### src/sv/slp_pkg.sv
// Shared types and constants of the sidelobe partial sequence pruner.
`default_nettype none
package slp_pkg;

   localparam logic       ACTION_ASSIGN    = 1'b0;
   localparam logic       ACTION_UNDO      = 1'b1;

   localparam logic [1:0] ST_FEASIBLE      = 2'd0;
   localparam logic [1:0] ST_INFEASIBLE    = 2'd1;
   localparam logic [1:0] ST_REJECTED      = 2'd2;
   localparam logic [1:0] ST_ILLEGAL       = 2'd3;

   localparam logic       CSR_SIDELOBE_BOUND = 1'b0;
   localparam logic [6:0] BOUND_RESET      = 7'd4;

   typedef enum logic [2:0] {
      DP_IDLE,
      DP_PLACE_LEFT,
      DP_PLACE_RIGHT,
      DP_REMOVE_RIGHT,
      DP_REMOVE_LEFT,
      DP_CHECK,
      DP_REDUCE
   } dp_op_type;

   typedef enum logic [2:0] {
      CTL_IDLE,
      CTL_PLACE_LEFT,
      CTL_PLACE_RIGHT,
      CTL_REMOVE_RIGHT,
      CTL_REMOVE_LEFT,
      CTL_CHECK,
      CTL_REDUCE
   } ctl_state_type;

   typedef struct packed {
      dp_op_type  op;
      logic       left_spin;
      logic       right_spin;
      logic       use_check;
      logic [1:0] code;
   } cmd_type;

   typedef struct packed {
      logic at_full;
      logic at_root;
      logic order_open;
   } stat_type;

endpackage
`default_nettype wire

### src/sv/slp_ctrl.sv
// Controller: item sequencing, command issue and result handshake.
`default_nettype none
module slp_ctrl (
   input  wire                    clock,
   input  wire                    reset,
   input  wire                    req_tvalid,
   output logic                   req_tready,
   input  wire                    req_action,
   input  wire                    req_left,
   input  wire                    req_right,
   output logic                   rsp_tvalid,
   input  wire                    rsp_tready,
   input  wire slp_pkg::stat_type stat,
   output slp_pkg::cmd_type       cmd
);
   slp_pkg::ctl_state_type state_ff, state_in;
   logic       left_ff, right_ff, use_check_ff, use_check_in, rsp_valid_ff, rsp_valid_in;
   logic [1:0] code_ff, code_in;
   logic       out_free, accept;

   assign out_free = !rsp_valid_ff || rsp_tready;
   assign accept   = (state_ff == slp_pkg::CTL_IDLE) && req_tvalid;

   always_comb begin
      state_in     = state_ff;
      use_check_in = use_check_ff;
      code_in      = code_ff;
      unique case (state_ff)
         slp_pkg::CTL_IDLE: begin
            if (req_tvalid) begin
               use_check_in = 1'b0;
               code_in      = slp_pkg::ST_ILLEGAL;
               state_in     = slp_pkg::CTL_CHECK;
               if (req_action == slp_pkg::ACTION_UNDO) begin
                  if (!stat.at_root) begin
                     use_check_in = 1'b1;
                     state_in     = slp_pkg::CTL_REMOVE_RIGHT;
                  end
               end else if (!stat.at_full) begin
                  if (stat.order_open && req_left && !req_right) begin
                     code_in = slp_pkg::ST_REJECTED;
                  end else begin
                     use_check_in = 1'b1;
                     state_in     = slp_pkg::CTL_PLACE_LEFT;
                  end
               end
            end
         end
         slp_pkg::CTL_PLACE_LEFT:   state_in = slp_pkg::CTL_PLACE_RIGHT;
         slp_pkg::CTL_PLACE_RIGHT:  state_in = slp_pkg::CTL_CHECK;
         slp_pkg::CTL_REMOVE_RIGHT: state_in = slp_pkg::CTL_REMOVE_LEFT;
         slp_pkg::CTL_REMOVE_LEFT:  state_in = slp_pkg::CTL_CHECK;
         slp_pkg::CTL_CHECK:        state_in = slp_pkg::CTL_REDUCE;
         slp_pkg::CTL_REDUCE:       if (out_free) state_in = slp_pkg::CTL_IDLE;
         default:                   state_in = slp_pkg::CTL_IDLE;
      endcase
   end

   always_comb begin
      cmd.left_spin  = left_ff;
      cmd.right_spin = right_ff;
      cmd.use_check  = use_check_ff;
      cmd.code       = code_ff;
      unique case (state_ff)
         slp_pkg::CTL_PLACE_LEFT:   cmd.op = slp_pkg::DP_PLACE_LEFT;
         slp_pkg::CTL_PLACE_RIGHT:  cmd.op = slp_pkg::DP_PLACE_RIGHT;
         slp_pkg::CTL_REMOVE_RIGHT: cmd.op = slp_pkg::DP_REMOVE_RIGHT;
         slp_pkg::CTL_REMOVE_LEFT:  cmd.op = slp_pkg::DP_REMOVE_LEFT;
         slp_pkg::CTL_CHECK:        cmd.op = slp_pkg::DP_CHECK;
         slp_pkg::CTL_REDUCE:       cmd.op = out_free ? slp_pkg::DP_REDUCE : slp_pkg::DP_IDLE;
         default:                   cmd.op = slp_pkg::DP_IDLE;
      endcase
      req_tready   = state_ff == slp_pkg::CTL_IDLE;
      rsp_valid_in = (rsp_valid_ff && !rsp_tready)
                     || ((state_ff == slp_pkg::CTL_REDUCE) && out_free);
   end

   always_ff @(posedge clock) begin
      if (reset) begin
         state_ff     <= slp_pkg::CTL_IDLE;
         rsp_valid_ff <= 1'b0;
      end else begin
         state_ff     <= state_in;
         rsp_valid_ff <= rsp_valid_in;
      end
   end

   always_ff @(posedge clock) begin
      use_check_ff <= use_check_in;
      code_ff      <= code_in;
      if (accept) begin
         left_ff  <= req_left;
         right_ff <= req_right;
      end
   end

   assign rsp_tvalid = rsp_valid_ff;
endmodule
`default_nettype wire

### config.mk
export PLATFORM = sky130hd
export DESIGN_NAME = slp_ctrl
export DESIGN_NICKNAME = d
export VERILOG_FILES = /design/src/sv/slp_pkg.sv /design/src/sv/slp_ctrl.sv
export SDC_FILE = /design/constraint.sdc
export NUM_CORES = 1
export LEC_CHECK = 0
export BUFFER_PORTS_ARGS = -buffer_cell sky130_fd_sc_hd__buf_4
export CAP_MARGIN = 20
export CORE_AREA = 2 2 39 41
export CTS_BUF_LIST = sky130_fd_sc_hd__clkbuf_8 sky130_fd_sc_hd__clkbuf_16
export CTS_CLUSTER_DIAMETER = 200
export CTS_CLUSTER_SIZE = 28
export DETAILED_ROUTE_END_ITERATION = 7
export DIE_AREA = 0 0 41 43
export GPL_TIMING_DRIVEN = 0
export MAX_ROUTING_LAYER = met4
export PLACE_DENSITY_LB_ADDON = 0.05
export SETUP_SLACK_MARGIN = 0.1
export SYNTH_ARGS = -nofsm -noshare
export SYNTH_HDL_FRONTEND = slang
export SYNTH_SLANG_ARGS = --single-unit
### constraint.sdc
create_clock -name clock -period 1.4 [get_ports clock]
set_input_delay 0.28 -clock clock [delete_from_list [all_inputs] [get_ports clock]]
set_output_delay 0.28 -clock clock [all_outputs]
set_load 0.1 [all_outputs]
### Yosys cells after proc, flatten, opt, wreduce, memory -nomap -nowiden

Index checks and enable logic that the tools add are counted.

| storage, ports and cells | value |
|---|---|
| output and inout port bits | 10 |
| bits in registers | 9 |
| input bits | 10 |
| word-level logic and storage cells | 43 |

| cells by class | value |
|---|---|
| muxes and demuxes | 14 |
| eq/ne operators | 8 |
| reduce and logical (&&, ||, !) cells | 15 |

Operator list:

| cell | number |
|---|---|
| one-hot mux 3 bit (6 select lines) | 2 |
| two-way mux 3 bit | 7 |
| equality test 3 bit (second input constant) | 3 |
| equality test 3 x 2 -> 1 bit (second input constant) | 2 |
| logical AND 1 bit | 5 |
| two-way mux 1 bit | 5 |
| != test 2 bit (second input constant) | 2 |
| AND reduction 2 bit | 2 |
| OR reduction 2 bit | 2 |
| equality test 3 x 1 -> 1 bit (second input constant) | 1 |
| logical NOT 1 bit | 3 |
| logical NOT 3 bit | 1 |
| logical OR 1 bit | 2 |

### Depth between registers and ports, before layout

| depth | value |
|---|---|
| word-level depth | 7 |
| gate-level depth with buffers | 4 |
| gate-level depth less buffers | 3 |

### Worst setup path before layout

OpenSTA, ideal clock, no wires.

| path | value |
|---|---|
| path kind | register to output |
| start point | reg rsp_valid_ff (netlist: rsp_tvalid) |
| end point | out cmd[6] (netlist bit) |
| required time | 1120 ps |
| stages on the path, launching flop included | 4 |
| arrival time | 3132 ps |
| path buffers | 0 |
| setup slack | -2012 ps |
| path through | dfxtp_1 -> nand2b_4 -> nand2_1 -> a21boi_0 |

RTL lines:

| item | RTL line | text |
|---|---|---|
| from (decl) | slp_ctrl.sv:17 | `logic left_ff, right_ff, use_check_ff, use_check_in, rsp_valid_ff, rsp_valid_in;` |
| from (signal assigned) | slp_ctrl.sv:84 | `rsp_valid_ff <= rsp_valid_in;` |
| to (decl) | slp_ctrl.sv:14 | `output slp_pkg::cmd_type cmd` |

==> impl_summary.txt <==
----------------------------------------------------
[Run status]
  Run status ... finished clean

[Layout]
  Register area ... 209 um^2
  Post-layout net count ... 80
  Synth-to-layout area growth ... 85.8%
  Final core utilization ... 59.3%
  Fill count ... 129
  Post-Layout Inst Area ... 821 um^2
  Multi-input gate area in the final layout ... 250 um^2
  Final antenna diode count ... 0
  Non-Filler Instances ... 85
  Share of post-route cells with drive strength above 1 ... 71.0%

[Timing]
  RSZ-0062 raised after global routing ... true
  Portion of the clock cycle consumed by the worst path in the final layout ... 97.3%
  Final setup viols ... 0
  Crit path time final ... 1360 ps
  Skew final ... 5.88 ps
  Final Hold Viols ... 0
  Max-slew violation total from the final report ... 0
  Maximum frequency from static timing analysis ... 734 MHz

[Yosys]
  Number of enable flip-flop cells after synthesis ... 4
  Top FF cell, synth ... sky130_fd_sc_hd__edfxtp_1
  Net count after synthesis ... 51
  Synth Instances ... 41
  Synthesized area per cell ... 10.8 um^2
  Register bit count reported by yosys ... 8
  Async SR Flop Fraction ... 0%
  Ys Warns ... 0
  Cell type with the largest total area after synthesis ... sky130_fd_sc_hd__edfxtp_1
  Distinct cell type count of the synthesized netlist ... 24
  Top cells by area in the synthesized netlist ... sky130_fd_sc_hd__edfxtp_1, sky130_fd_sc_hd__dfxtp_1, sky130_fd_sc_hd__buf_4, sky130_fd_sc_hd__a21boi_0, sky130_fd_sc_hd__buf_6
  Netlist area before placement ... 442 um^2
  Portion of the post-synthesis area used by sequential elements ... 45.3%
  Commonest cells post-synth ... sky130_fd_sc_hd__buf_4, sky130_fd_sc_hd__dfxtp_1, sky130_fd_sc_hd__edfxtp_1, sky130_fd_sc_hd__nor2_1, sky130_fd_sc_hd__a21boi_0
  Area share of the largest cell type after synthesis ... 27.2%

[Placed design]
  # port buffers ... 18
  HPWL Detailed ... 662 um
  Final weighted congestion of routability-driven global placement ... 0.720
  Placed Cells ... 75
  Post-placement cell area ... 641 um^2

[Global routing]
  Initial antenna violation count ... 0
  Overall routing resource usage ... 13.8%
  GR Overflow Total ... 0
  Vias in the first global route ... 357
  Largest net degree at the start of global routing ... 7
  First-pass GRT wire length ... 1.55 mm

[Clocking]
  Latest clock arrival within the worst-skew pair ... 230 ps
  Sinks on Clock Net ... 8
  TritonCTS clock tree ... done
  Quantity of hold-fixing buffers added after cts ... 0
  Clk root buf ... sky130_fd_sc_hd__clkbuf_8
  Post-CTS clock slew at the launch and capture registers of the worst setup and hold paths ... 40 ps
  H-Tree Level Count ... 1
  Maximum count of clock buffers along a single path ... 2
  TritonCTS Buffers ... 3

[Route]
  DR vias ... 388
  Total iterations of the first detailed-routing run ... 2
  Number of nets still failing antenna checks after routing ... 0
  1st-iter DRT viols ... 4
  Routed wire length ... 1.06 mm
  Drt via density ... 4.56
  Mean routed wirelength per cell ... 12.5 um
  DRC viols ... 0

[Setup path]
  Type of the setup path with the least slack ... flop to primary output
  Worst r2r path cells ... 4
  Kind of end point of the critical path ... primary output
  Worst Setup Start Kind ... flop
  CP Data Arrival Time ... 1080 ps
  CP required ... 1120 ps
  Max Fanout on Critical Path ... 3

[Floorplan]
  Die outline width ... 41 um
  Die height ... 43 um
  Row cnt ... 14
  Core outline area ... 1380 um^2
  Effective utilization at floorplan ... 31.9%
  Full die area ... 1760 um^2
  Top-level I/O count ... 20

[Flow run]
  Max-cap check violation count ... 0

[Hold path]
  Classification of the worst-slack hold path ... input pin to flop
  Number of instances on the worst hold path ... 1

[Pwr]
  Worst VDD drop ... 643 uV
  Leakage ... 0.000361 uW
  Power density over cell area ... 1270 nW/um^2

----------------------------------------------------
==> worst paths after layout <==
path	startpoint	end	slack (ps)
setup reg to reg	state_ff[0]$_SDFFE_PP0P_	state_ff[1]$_SDFFE_PP0P_	100
hold reg to reg	state_ff[0]$_SDFFE_PP0P_	state_ff[0]$_SDFFE_PP0P_	570
hold / removal	req_right	right_ff$_DFFE_PP_	240
setup / recovery	state_ff[0]$_SDFFE_PP0P_	cmd[7]	40
==> cells in the final DEF (no fill, tap or decap), drive strengths merged, types with 2 or more instances in the layout <==
master / netlist / final
o31ai: 2 / 2
clkbuf: 0 / 3
a2111oi: 2 / 2
nor3: 2 / 2
nor2: 4 / 4
nand2: 3 / 3
a21boi: 3 / 3
nand2b: 2 / 2
edfxtp: 4 / 4
inv: 1 / 2
dfxtp: 4 / 4
buf: 6 / 30
==> flip-flops by register name, indices dropped and copies added (netlist names) <==
register and cells:
use_check_ff 1, left_ff 1, right_ff 1, rsp_tvalid 1, state_ff 3, code_ff 1
==> cell type report <==
| cell class | instances | area share [%] |
|---|---|---|
| Buffer | 6 | 6.40 |
| Multi-Input combinational cell | 26 | 30.5 |
| Clock buffer | 3 | 5.03 |
| Inverter | 1 | 0.762 |
| Sequential cell | 8 | 25.5 |
| Tap cell | 16 | 2.44 |
| Timing Repair Buffer | 24 | 29.0 |
| Clock inverter | 1 | 0.457 |
==> critical path, cell delays in order, from the launching register on <==
cell and delay (ps):
sky130_fd_sc_hd__dfxtp_4 360, sky130_fd_sc_hd__inv_4 70, sky130_fd_sc_hd__nand2_4 60, sky130_fd_sc_hd__a21boi_4 170
sky130_fd_sc_hd__buf_12 190
==> what timing repair did <==
action / CTS / global route
gates resized for setup: 17 / 7
cloned: 0 / 0
setup buffers: 6 / 0
pin swaps: 3 / 3
endpoints found under the hold margin: 0 / 0
setup endpoints to repair: 4 / 5
==> cells by family after synthesis <==
kind of cell / count (synthesis) / synth area share (%)
AO/OA/AOI/OAI: 11 / 21.5
other: 1 / 0.849
buffers and inverters: 7 / 12.7
AND/OR/NAND/NOR: 14 / 19.5
flip-flops: 8 / 45.3
==> report_power, final <==
group	internal, uW	switching, uW	leakage, uW
clock network	190	87.3	0.0000269
logic	185	301	0.000264
registers	269	12.1	0.0000700
total	644	401	0.000361
==> through the flow <==
stage	setup WS [ps]	hold WS, ps	setup TNS [ps]	total power, uW
2_1_floorplan	-424	342	-2380	596
3_3_place_gp	20.7	466	0	672
3_5_place_dp	23.5	469	0	672
4_1_cts	37.2	235	0	1030
5_1_grt	-7.71	233	-10.6	1090
6_report	38.4	238	0	1040
==> metal layers <==
layer | part of all wire (%) | routed length (um) | track usage, % | vias to the layer above
li1 | - | - | - | 200
met1 | 40 | 428 | 16.4 | 174
met2 | 53 | 563 | 20.3 | 12
met3 | 5.7 | 60 | 4.71 | 2
met4 | 0.75 | 8 | 6.00 | 0
met5 | 0 | 0 | - | -
No activity file was read; power rests on OpenSTA's default activity.
